<file path="src/hyperbolic_cordic_cosh_sinh_assert.svh">
// assertion macros for the hyperbolic cordic block
// no dependencies; SYNTHESIS selects empty bodies
`ifndef HYPERBOLIC_CORDIC_COSH_SINH_ASSERT_SVH
`define HYPERBOLIC_CORDIC_COSH_SINH_ASSERT_SVH

`ifndef SYNTHESIS

// same-cycle implication
`define HCC_ASSERT_NOW(label, clk, rst_n, ante, cons, msg) \
  label: assert property (@(posedge clk) disable iff (!rst_n) (ante) |-> (cons)) \
    else $error(msg);

// next-cycle implication
`define HCC_ASSERT_NEXT(label, clk, rst_n, ante, cons, msg) \
  label: assert property (@(posedge clk) disable iff (!rst_n) (ante) |=> (cons)) \
    else $error(msg);

`else

`define HCC_ASSERT_NOW(label, clk, rst_n, ante, cons, msg)
`define HCC_ASSERT_NEXT(label, clk, rst_n, ante, cons, msg)

`endif

`endif

</file>
<file path="src/hcc_pkg.sv">
// shared types, constants, micro-program and angle table for the cordic block
// no dependencies
`timescale 1ns / 1ps

package hcc_pkg;

  localparam int unsigned MAX_ITERATIONS = 40;
  localparam int unsigned FRACTION_BITS  = 24;
  localparam int unsigned WORD_W         = 32;
  localparam int unsigned DATA_W         = 36;
  localparam int unsigned ATANH_W        = 24;
  localparam int unsigned CNT_W          = 6;
  localparam int unsigned PC_W           = 6;
  localparam int unsigned PADDR_W        = 3;
  localparam int unsigned PDATA_W        = 32;

  localparam logic [CNT_W-1:0] ITER_RESET = CNT_W'(20);
  localparam logic [CNT_W-1:0] ITER_MAX   = CNT_W'(MAX_ITERATIONS);

  // register indexes
  localparam logic [0:0] REG_ITERATION_COUNT = 1'b0;

  // fixed-point constants
  localparam logic signed [DATA_W-1:0] ONE_Q  = DATA_W'(64'sd1 <<< FRACTION_BITS);
  localparam logic signed [WORD_W-1:0] PI_Q   = 32'sd52707179;
  localparam logic signed [WORD_W-1:0] ONE_W  = 32'sh0100_0000;
  localparam logic signed [WORD_W-1:0] MONE_W = -32'sh0100_0000;

  // micro-program addresses
  localparam logic [PC_W-1:0] PC_INIT   = PC_W'(0);
  localparam logic [PC_W-1:0] PC_FINISH = PC_W'(44);

  typedef enum logic [1:0] {
    OP_INIT,
    OP_ROT,
    OP_DONE
  } uop_e;

  typedef struct packed {
    uop_e             op;
    logic [CNT_W-1:0] shift;
    logic             chk;
  } uword_t;

  typedef struct packed {
    logic             load;
    logic             rotate;
    logic             finish;
    logic [CNT_W-1:0] shift;
  } ctrl_t;

  typedef struct packed {
    logic oor;
  } stat_t;

  typedef struct packed {
    logic [WORD_W-1:0] cosh;
    logic [WORD_W-1:0] sinh;
    logic              oor;
  } res_t;

  // control store: init, 43 rotations (shifts 4, 13, 40 twice), finish
  function automatic uword_t urom(input logic [PC_W-1:0] addr);
    uword_t w;
    unique case (addr)
      6'd0:    w = '{OP_INIT, 6'd0, 1'b0};
      6'd1:    w = '{OP_ROT, 6'd1, 1'b1};
      6'd2:    w = '{OP_ROT, 6'd2, 1'b1};
      6'd3:    w = '{OP_ROT, 6'd3, 1'b1};
      6'd4:    w = '{OP_ROT, 6'd4, 1'b0};
      6'd5:    w = '{OP_ROT, 6'd4, 1'b1};
      6'd6:    w = '{OP_ROT, 6'd5, 1'b1};
      6'd7:    w = '{OP_ROT, 6'd6, 1'b1};
      6'd8:    w = '{OP_ROT, 6'd7, 1'b1};
      6'd9:    w = '{OP_ROT, 6'd8, 1'b1};
      6'd10:   w = '{OP_ROT, 6'd9, 1'b1};
      6'd11:   w = '{OP_ROT, 6'd10, 1'b1};
      6'd12:   w = '{OP_ROT, 6'd11, 1'b1};
      6'd13:   w = '{OP_ROT, 6'd12, 1'b1};
      6'd14:   w = '{OP_ROT, 6'd13, 1'b0};
      6'd15:   w = '{OP_ROT, 6'd13, 1'b1};
      6'd16:   w = '{OP_ROT, 6'd14, 1'b1};
      6'd17:   w = '{OP_ROT, 6'd15, 1'b1};
      6'd18:   w = '{OP_ROT, 6'd16, 1'b1};
      6'd19:   w = '{OP_ROT, 6'd17, 1'b1};
      6'd20:   w = '{OP_ROT, 6'd18, 1'b1};
      6'd21:   w = '{OP_ROT, 6'd19, 1'b1};
      6'd22:   w = '{OP_ROT, 6'd20, 1'b1};
      6'd23:   w = '{OP_ROT, 6'd21, 1'b1};
      6'd24:   w = '{OP_ROT, 6'd22, 1'b1};
      6'd25:   w = '{OP_ROT, 6'd23, 1'b1};
      6'd26:   w = '{OP_ROT, 6'd24, 1'b1};
      6'd27:   w = '{OP_ROT, 6'd25, 1'b1};
      6'd28:   w = '{OP_ROT, 6'd26, 1'b1};
      6'd29:   w = '{OP_ROT, 6'd27, 1'b1};
      6'd30:   w = '{OP_ROT, 6'd28, 1'b1};
      6'd31:   w = '{OP_ROT, 6'd29, 1'b1};
      6'd32:   w = '{OP_ROT, 6'd30, 1'b1};
      6'd33:   w = '{OP_ROT, 6'd31, 1'b1};
      6'd34:   w = '{OP_ROT, 6'd32, 1'b1};
      6'd35:   w = '{OP_ROT, 6'd33, 1'b1};
      6'd36:   w = '{OP_ROT, 6'd34, 1'b1};
      6'd37:   w = '{OP_ROT, 6'd35, 1'b1};
      6'd38:   w = '{OP_ROT, 6'd36, 1'b1};
      6'd39:   w = '{OP_ROT, 6'd37, 1'b1};
      6'd40:   w = '{OP_ROT, 6'd38, 1'b1};
      6'd41:   w = '{OP_ROT, 6'd39, 1'b1};
      6'd42:   w = '{OP_ROT, 6'd40, 1'b0};
      6'd43:   w = '{OP_ROT, 6'd40, 1'b1};
      default: w = '{OP_DONE, 6'd0, 1'b0};
    endcase
    return w;
  endfunction

  // atanh(2^-k) in q.24, rounded to nearest
  function automatic logic [ATANH_W-1:0] atanh_tab(input logic [CNT_W-1:0] k);
    logic [ATANH_W-1:0] a;
    unique case (k)
      6'd1:    a = 24'd9215828;
      6'd2:    a = 24'd4285116;
      6'd3:    a = 24'd2108178;
      6'd4:    a = 24'd1049945;
      6'd5:    a = 24'd524459;
      6'd6:    a = 24'd262165;
      6'd7:    a = 24'd131075;
      6'd8:    a = 24'd65536;
      6'd9:    a = 24'd32768;
      6'd10:   a = 24'd16384;
      6'd11:   a = 24'd8192;
      6'd12:   a = 24'd4096;
      6'd13:   a = 24'd2048;
      6'd14:   a = 24'd1024;
      6'd15:   a = 24'd512;
      6'd16:   a = 24'd256;
      6'd17:   a = 24'd128;
      6'd18:   a = 24'd64;
      6'd19:   a = 24'd32;
      6'd20:   a = 24'd16;
      6'd21:   a = 24'd8;
      6'd22:   a = 24'd4;
      6'd23:   a = 24'd2;
      6'd24:   a = 24'd1;
      6'd25:   a = 24'd1;
      default: a = 24'd0;
    endcase
    return a;
  endfunction

endpackage

</file>
<file path="src/hyperbolic_cordic_cosh_sinh.sv">
// Unscaled hyperbolic cordic cosh/sinh, microcoded, one angle at a time.
// Per angle: a load on accept, an init step, one shift-add rotation per cycle
// up to the clamped count (shifts 4, 13, 40 twice), and a done step that waits
// for a free output register; out of range or zero iterations skip rotations.
// No new angle is taken until the done step ends. Async reset clears the sequencer,
// output valid and sets iteration_count to 20; no memory to clear.
`timescale 1ns / 1ps
`include "hyperbolic_cordic_cosh_sinh_assert.svh"

module hyperbolic_cordic_cosh_sinh import hcc_pkg::*; (
  input  logic                     clk_i,
  input  logic                     rst_ni,
  input  logic                     psel,
  input  logic                     penable,
  input  logic                     pwrite,
  input  logic [PADDR_W-1:0]       paddr,
  input  logic [PDATA_W-1:0]       pwdata,
  output logic [PDATA_W-1:0]       prdata,
  output logic                     pready,
  input  logic                     in_valid_i,
  output logic                     in_ready_o,
  input  logic signed [WORD_W-1:0] angle_in_i,
  output logic                     out_valid_o,
  input  logic                     out_ready_i,
  output logic signed [WORD_W-1:0] cosh_out_o,
  output logic signed [WORD_W-1:0] sinh_out_o,
  output logic                     out_of_range_o
);

  logic [CNT_W-1:0] iter;
  logic             busy;
  logic             out_free;
  ctrl_t            ctrl;
  stat_t            stat;
  res_t             res;

  logic             out_valid_q, out_valid_d;
  res_t             out_q;

  hcc_cfg u_cfg (
    .clk_i   (clk_i),
    .rst_ni  (rst_ni),
    .psel    (psel),
    .penable (penable),
    .pwrite  (pwrite),
    .paddr   (paddr),
    .pwdata  (pwdata),
    .prdata  (prdata),
    .pready  (pready),
    .iter_o  (iter)
  );

  hcc_useq u_useq (
    .clk_i      (clk_i),
    .rst_ni     (rst_ni),
    .start_i    (in_valid_i),
    .out_free_i (out_free),
    .iter_i     (iter),
    .stat_i     (stat),
    .busy_o     (busy),
    .ctrl_o     (ctrl)
  );

  hcc_datapath u_dp (
    .clk_i   (clk_i),
    .angle_i (angle_in_i),
    .ctrl_i  (ctrl),
    .stat_o  (stat),
    .res_o   (res)
  );

  assign in_ready_o = ~busy;
  assign out_free   = ~out_valid_q | out_ready_i;

  // output register
  always_comb begin
    out_valid_d = out_valid_q;
    if (ctrl.finish) begin
      out_valid_d = 1'b1;
    end else if (out_ready_i) begin
      out_valid_d = 1'b0;
    end
  end

  always_ff @(posedge clk_i or negedge rst_ni) begin
    if (!rst_ni) begin
      out_valid_q <= 1'b0;
    end else begin
      out_valid_q <= out_valid_d;
    end
  end

  always_ff @(posedge clk_i) begin
    if (ctrl.finish) begin
      out_q <= res;
    end
  end

  assign out_valid_o    = out_valid_q;
  assign cosh_out_o     = out_q.cosh;
  assign sinh_out_o     = out_q.sinh;
  assign out_of_range_o = out_q.oor;

  // checks
  `HCC_ASSERT_NEXT(a_busy_after_accept, clk_i, rst_ni, in_valid_i && in_ready_o, !in_ready_o, "not busy after accept")
  `HCC_ASSERT_NOW(a_finish_slot_free, clk_i, rst_ni, ctrl.finish, !out_valid_o || out_ready_i, "result overwritten")
  `HCC_ASSERT_NOW(a_rotate_only_busy, clk_i, rst_ni, ctrl.rotate, !in_ready_o, "rotation while idle")
  `HCC_ASSERT_NOW(a_oor_cosh_one, clk_i, rst_ni, out_valid_o && out_of_range_o, cosh_out_o == ONE_W, "bad out-of-range cosh")

endmodule

</file>
<file path="src/hcc_cfg.sv">
// apb-style configuration register: iteration count
// depends on hcc_pkg
`timescale 1ns / 1ps

module hcc_cfg import hcc_pkg::*; (
  input  logic               clk_i,
  input  logic               rst_ni,
  input  logic               psel,
  input  logic               penable,
  input  logic               pwrite,
  input  logic [PADDR_W-1:0] paddr,
  input  logic [PDATA_W-1:0] pwdata,
  output logic [PDATA_W-1:0] prdata,
  output logic               pready,
  output logic [CNT_W-1:0]   iter_o
);

  logic [CNT_W-1:0] iter_q, iter_d;
  logic             wr_en;
  logic             hit;

  assign pready = 1'b1;
  assign hit    = (paddr[PADDR_W-1] == REG_ITERATION_COUNT);
  assign wr_en  = psel & penable & pwrite & hit;

  // register write
  always_comb begin
    iter_d = iter_q;
    if (wr_en) begin
      iter_d = pwdata[CNT_W-1:0];
    end
  end

  always_ff @(posedge clk_i or negedge rst_ni) begin
    if (!rst_ni) begin
      iter_q <= ITER_RESET;
    end else begin
      iter_q <= iter_d;
    end
  end

  // read back
  assign prdata = hit ? {{(PDATA_W-CNT_W){1'b0}}, iter_q} : '0;
  assign iter_o = iter_q;

endmodule

</file>
<file path="src/hcc_useq.sv">
// micro-sequencer: step counter, control store and conditional jumps
// depends on hcc_pkg
`timescale 1ns / 1ps

module hcc_useq import hcc_pkg::*; (
  input  logic             clk_i,
  input  logic             rst_ni,
  input  logic             start_i,
  input  logic             out_free_i,
  input  logic [CNT_W-1:0] iter_i,
  input  stat_t            stat_i,
  output logic             busy_o,
  output ctrl_t            ctrl_o
);

  logic            busy_q, busy_d;
  logic [PC_W-1:0] pc_q, pc_d;
  uword_t          uw;
  logic [CNT_W-1:0] n_sat;

  // clamp the programmed count
  assign n_sat = (iter_i > ITER_MAX) ? ITER_MAX : iter_i;
  assign uw    = urom(pc_q);

  // step and jump logic
  always_comb begin
    busy_d        = busy_q;
    pc_d          = pc_q;
    ctrl_o.load   = 1'b0;
    ctrl_o.rotate = 1'b0;
    ctrl_o.finish = 1'b0;
    ctrl_o.shift  = uw.shift;
    if (!busy_q) begin
      if (start_i) begin
        busy_d      = 1'b1;
        pc_d        = PC_INIT;
        ctrl_o.load = 1'b1;
      end
    end else begin
      unique case (uw.op)
        OP_INIT: begin
          if (stat_i.oor || (n_sat == '0)) begin
            pc_d = PC_FINISH;
          end else begin
            pc_d = pc_q + PC_W'(1);
          end
        end
        OP_ROT: begin
          ctrl_o.rotate = 1'b1;
          if (uw.chk && (uw.shift == n_sat)) begin
            pc_d = PC_FINISH;
          end else begin
            pc_d = pc_q + PC_W'(1);
          end
        end
        OP_DONE: begin
          if (out_free_i) begin
            ctrl_o.finish = 1'b1;
            busy_d        = 1'b0;
          end
        end
        default: begin
          busy_d = 1'b0;
        end
      endcase
    end
  end

  always_ff @(posedge clk_i or negedge rst_ni) begin
    if (!rst_ni) begin
      busy_q <= 1'b0;
      pc_q   <= PC_INIT;
    end else begin
      busy_q <= busy_d;
      pc_q   <= pc_d;
    end
  end

  assign busy_o = busy_q;

endmodule

</file>
<file path="src/hcc_datapath.sv">
// shift-add datapath: x, y, z registers, angle table, range check, sign fix
// depends on hcc_pkg
`timescale 1ns / 1ps

module hcc_datapath import hcc_pkg::*; (
  input  logic                     clk_i,
  input  logic signed [WORD_W-1:0] angle_i,
  input  ctrl_t                    ctrl_i,
  output stat_t                    stat_o,
  output res_t                     res_o
);

  logic signed [DATA_W-1:0] x_q, x_d, y_q, y_d, z_q, z_d;
  logic                     neg_q, neg_d, oor_q, oor_d;
  logic signed [DATA_W-1:0] dx, dy, a;
  logic signed [DATA_W-1:0] x_fix, y_fix;

  // one rotation step
  assign dx = y_q >>> ctrl_i.shift;
  assign dy = x_q >>> ctrl_i.shift;
  assign a  = $signed({{(DATA_W-ATANH_W){1'b0}}, atanh_tab(ctrl_i.shift)});

  always_comb begin
    x_d   = x_q;
    y_d   = y_q;
    z_d   = z_q;
    neg_d = neg_q;
    oor_d = oor_q;
    if (ctrl_i.load) begin
      x_d   = ONE_Q;
      y_d   = '0;
      z_d   = DATA_W'(angle_i);
      neg_d = angle_i[WORD_W-1];
      oor_d = (angle_i < -PI_Q) || (angle_i > PI_Q);
    end else if (ctrl_i.rotate) begin
      if (z_q[DATA_W-1]) begin
        x_d = x_q - dx;
        y_d = y_q - dy;
        z_d = z_q + a;
      end else begin
        x_d = x_q + dx;
        y_d = y_q + dy;
        z_d = z_q - a;
      end
    end
  end

  always_ff @(posedge clk_i) begin
    x_q   <= x_d;
    y_q   <= y_d;
    z_q   <= z_d;
    neg_q <= neg_d;
    oor_q <= oor_d;
  end

  // negate for a negative angle, fixed values out of range
  assign x_fix = neg_q ? -x_q : x_q;
  assign y_fix = neg_q ? -y_q : y_q;

  always_comb begin
    if (oor_q) begin
      res_o.cosh = ONE_W;
      res_o.sinh = neg_q ? MONE_W : ONE_W;
    end else begin
      res_o.cosh = x_fix[WORD_W-1:0];
      res_o.sinh = y_fix[WORD_W-1:0];
    end
    res_o.oor = oor_q;
  end

  assign stat_o.oor = oor_q;

endmodule

</file>
<file path="config.mk">
export PLATFORM = sky130hd
export DESIGN_NAME = hyperbolic_cordic_cosh_sinh
export DESIGN_NICKNAME = d
export VERILOG_FILES = /design/src/hcc_pkg.sv /design/src/hyperbolic_cordic_cosh_sinh.sv /design/src/hcc_cfg.sv /design/src/hcc_useq.sv /design/src/hcc_datapath.sv
export VERILOG_INCLUDE_DIRS = /design/src /design/src/src
export SDC_FILE = /design/constraint.sdc
export NUM_CORES = 1
export LEC_CHECK = 0
export BUFFER_PORTS_ARGS = -buffer_cell sky130_fd_sc_hd__buf_4
export CAP_MARGIN = 40
export CORE_MARGIN = 2
export CORE_UTILIZATION = 45
export CTS_CLUSTER_SIZE = 30
export DETAILED_ROUTE_END_ITERATION = 7
export PLACE_DENSITY_LB_ADDON = 0.12
export REMOVE_ABC_BUFFERS = 1
export SYNTH_ARGS = -nofsm -noshare
export SYNTH_HDL_FRONTEND = slang
export SYNTH_SLANG_ARGS = --single-unit
export TNS_END_PERCENT = 30
</file>
<file path="constraint.sdc">
create_clock -name clk_i -period 7.09 [get_ports clk_i]
set_input_delay 1.7725 -clock clk_i [delete_from_list [all_inputs] [get_ports clk_i]]
set_output_delay 1.7725 -clock clk_i [all_outputs]
set_load 0.01 [all_outputs]
</file>
==> results.cfg <==
[critical_path]
crit_path_start = u_useq.pc_q[0]
cp_max_fo = 8
critPathMaxStageDelay_ns = 0.51
rr_worst_depth = 34
r2r-end = u_dp.y_q[35]
cp-endpoint = u_dp.y_q[35]
path_common_cell = buf_4
crit_required_ns = 7.54
critPathSlowestCell = mux4_2
worst-path-stages = 34
crit_arrival_ns = 7.70
path_buf_inv = 10
end_kind = flip-flop
r2r-start = u_useq.pc_q[0]
crit_type = flip-flop to flip-flop
critPathTopFamily = compound AO/OA/AOI/OAI gates
start_kind = flip-flop
reg2reg_slack_ns = -0.16

[clock_network]
cts.htree.levels = 4
cts_buffer_depth = 2
insertion_delay_ns = 0.52
path_clk_slew_ns = 0.08
cts_hold_buffers = 0
cts_buffers = 17
cts_root_buffer = clkbuf_16
cts_sinks = 189
cts_tree = done

[floorplan]
core_area_um2 = 47500
initial_core_util_pct = 45.4
die_area_um2 = 49700
io_pins = 174
rows = 80
die_x_um = 223
die_h_um = 223

[placed_design]
gp_congestion = 1.04
port_buffers = 118
placed_cells = 4027
dpl_worst_slack_ns = -1.10
dp_hpwl_um = 78200

[final_layout]
layout_commonest_cell = buf_4
fin_nets = 3714
synthToLayoutAreaGrowth_pct = 43.3
stdcell_count = 4143
num-fill-cells = 3929
diodes = 0
layout_common_cells = 872 x buf_4, 249 x nor2_1, 216 x nand2_1
layout-drive-gt1-share_pct = 35.6

[outcome]
status = finished, violations left
violations = negative setup slack

[logic_synthesis]
synth_top_family_by_area = compound AO/OA/AOI/OAI gates
synth-edff-count = 103
synth_mux_area_share_pct = 7.25
synth-xor-area-share_pct = 9.40
synthArstFlopShare_pct = 7.41
seq_area_frac_synth_pct = 22.7
postSynthCellCount = 2745
synth-compound-area-share_pct = 27.2
syn_area_per_cell_um2 = 7.86
ys_types = 109
synth-seq-cells = 189
synthFlopType = edfxtp_1
synth_warnings = 0
synthSimpleGateAreaFrac_pct = 20.1
synth_fa_ha_area_share_pct = 7.35
synth_area_um2 = 21600

[routing]
vias_per_cell = 6.23
wl_per_cell_um = 24.7
drc = 0
dr.pass1.iters = 6
vias = 25800
routed_wl_um = 102000
drtAntennaViolNets = 0
dr_wl_met3_um = 8440
routed.top_layer = met4
route.met2.wl_um = 47000
wl_met1_um = 41100
dr.first_iter.drc_count = 2540

[sta]
post-route-min-period_ns = 7.25
finalClockSkew_ns = 0.0245
period_share_pct = 102
tightest_slew_ns = 1.04
max_freq_ghz = 0.138
fin_hold_ws_ns = 0.524
setup_viol = 3
relSlewSlack_pct = 30.7
finalHoldViolations = 0
finalMaxSlewViolations = 0
tns_ns = -0.343
rsz0062_at_grt = yes
final.setup.worst_slack_ns = -0.161

[global_routing]
grt.total_usage_pct = 40.1
grt_pass1_wl_um = 151000
grt_max_degree = 94
antenna_found_initial = 1
gr-total-overflow = 0
grt_pass1_vias = 24900

[worst_hold_path]
min_path_type = flip-flop to flip-flop

[flow_run]
max_cap_viol_count = 0
## area by class of cell
class / instances / area [µm²] / area share [%]
timing repair buffer: 932 / 7470 / 24.2
clock buffer: 19 / 433 / 1.40
sequential: 189 / 4890 / 15.8
tap: 615 / 769 / 2.49
clock inverter: 13 / 136 / 0.441
multi-input combinational: 2304 / 17000 / 54.8
inverter: 71 / 267 / 0.862
## synthesized netlist by cell type (all sizes together), types with 16 or more instances
cell type | instances | area (µm²)
xnor2 | 97 | 850
mux2 | 18 | 203
o41ai | 16 | 140
mux2i | 125 | 1320
xor2 | 132 | 1160
nand4 | 23 | 144
nor4 | 18 | 143
a22oi | 24 | 180
a21o | 73 | 549
or3 | 32 | 205
a221oi | 20 | 194
o31ai | 34 | 255
nand3 | 116 | 581
nor3 | 50 | 278
o21ai | 190 | 951
clkbuf | 105 | 398
nor2b | 32 | 200
a211oi | 63 | 488
nor2 | 269 | 1010
o211ai | 17 | 128
a211o | 16 | 140
inv | 70 | 263
and3 | 28 | 175
a31oi | 36 | 225
ha | 122 | 1530
buf | 100 | 626
edfxtp | 103 | 3090
o22ai | 32 | 200
nand2 | 224 | 843
nand2b | 27 | 169
dfxtp | 72 | 1440
a21oi | 216 | 1100
## logic make-up (layout without fill, tap and decap cells)
| group | after synthesis | count (layout) |
|---|---|---|
| multiplexers | 145 | 145 |
| buffers and inverters | 277 | 1035 |
| AND/OR/NAND/NOR | 892 | 892 |
| other | 2 | 27 |
| XOR/XNOR | 230 | 230 |
| AO/OA/AOI/OAI | 885 | 885 |
| flip-flops | 189 | 189 |
| adder cells (fa/ha/maj) | 125 | 125 |
## metal layers
metal	vias up	track usage [%]
li1	11700	-
met5	-	0
met1	12400	50.8
met3	294	7.36
met2	1347	65.2
met4	0	20.8
## worst reg2reg max path, delay by kind of cell, from the launching register on
family                   cells  cell delay [ns]
XOR/XNOR                     1             0.26
AO/OA/AOI/OAI               11             2.16
flip-flops                   1             0.42
multiplexers                 5             1.47
AND/OR/NAND/NOR              5             0.88
buffers and inverters       10             1.40
adder cells (fa/ha/maj)      2             0.58
## sequential cells by signal, indices dropped and copies added, names as in the netlist
name,count
u_dp.x_q,36
u_dp.neg_q,1
u_useq.busy_o,1
u_dp.stat_o,1
u_dp.z_q,36
out_valid_o,1
u_cfg.iter_o,6
u_useq.pc_q,6
u_dp.y_q,36
cosh_out_o,32
sinh_out_o,32
out_of_range_o,1
## worst min path at each step
| stage | endpoint | depth (start not counted) | start | slack, ns |
|---|---|---|---|---|
| after floorplan | u_dp.x_q[32] | 2 | u_dp.x_q[32] | 0.49 |
| after global placement | u_dp.x_q[32] | 2 | u_dp.x_q[32] | 0.52 |
| after detailed placement | u_dp.x_q[32] | 2 | u_dp.x_q[32] | 0.53 |
| after CTS | u_dp.x_q[32] | 2 | u_dp.x_q[32] | 0.54 |
| after global routing | u_dp.x_q[32] | 2 | u_dp.x_q[32] | 0.55 |
| final | u_dp.x_q[32] | 2 | u_dp.x_q[32] | 0.52 |
## metrics by stage
stage | area [µm²] | utilization, %
2_1_floorplan | 20600 | -
3_3_place_gp | 28000 | 58.9
3_5_place_dp | 28000 | 58.9
4_1_cts | 30000 | 63.1
5_1_grt | 30900 | 65.0
6_report | 30900 | 65.0
## timing repair
item | in CTS | in global routing
setup buffers | 55 | 31
resized for setup | 205 | 151
setup endpoints to repair | 40 | 29
cloned | 2 | 0
pin swaps | 67 | 127
Power is left out: the tool's default activity adds up to more than one toggle a clock period on the data nets, which glitch-free logic cannot reach.
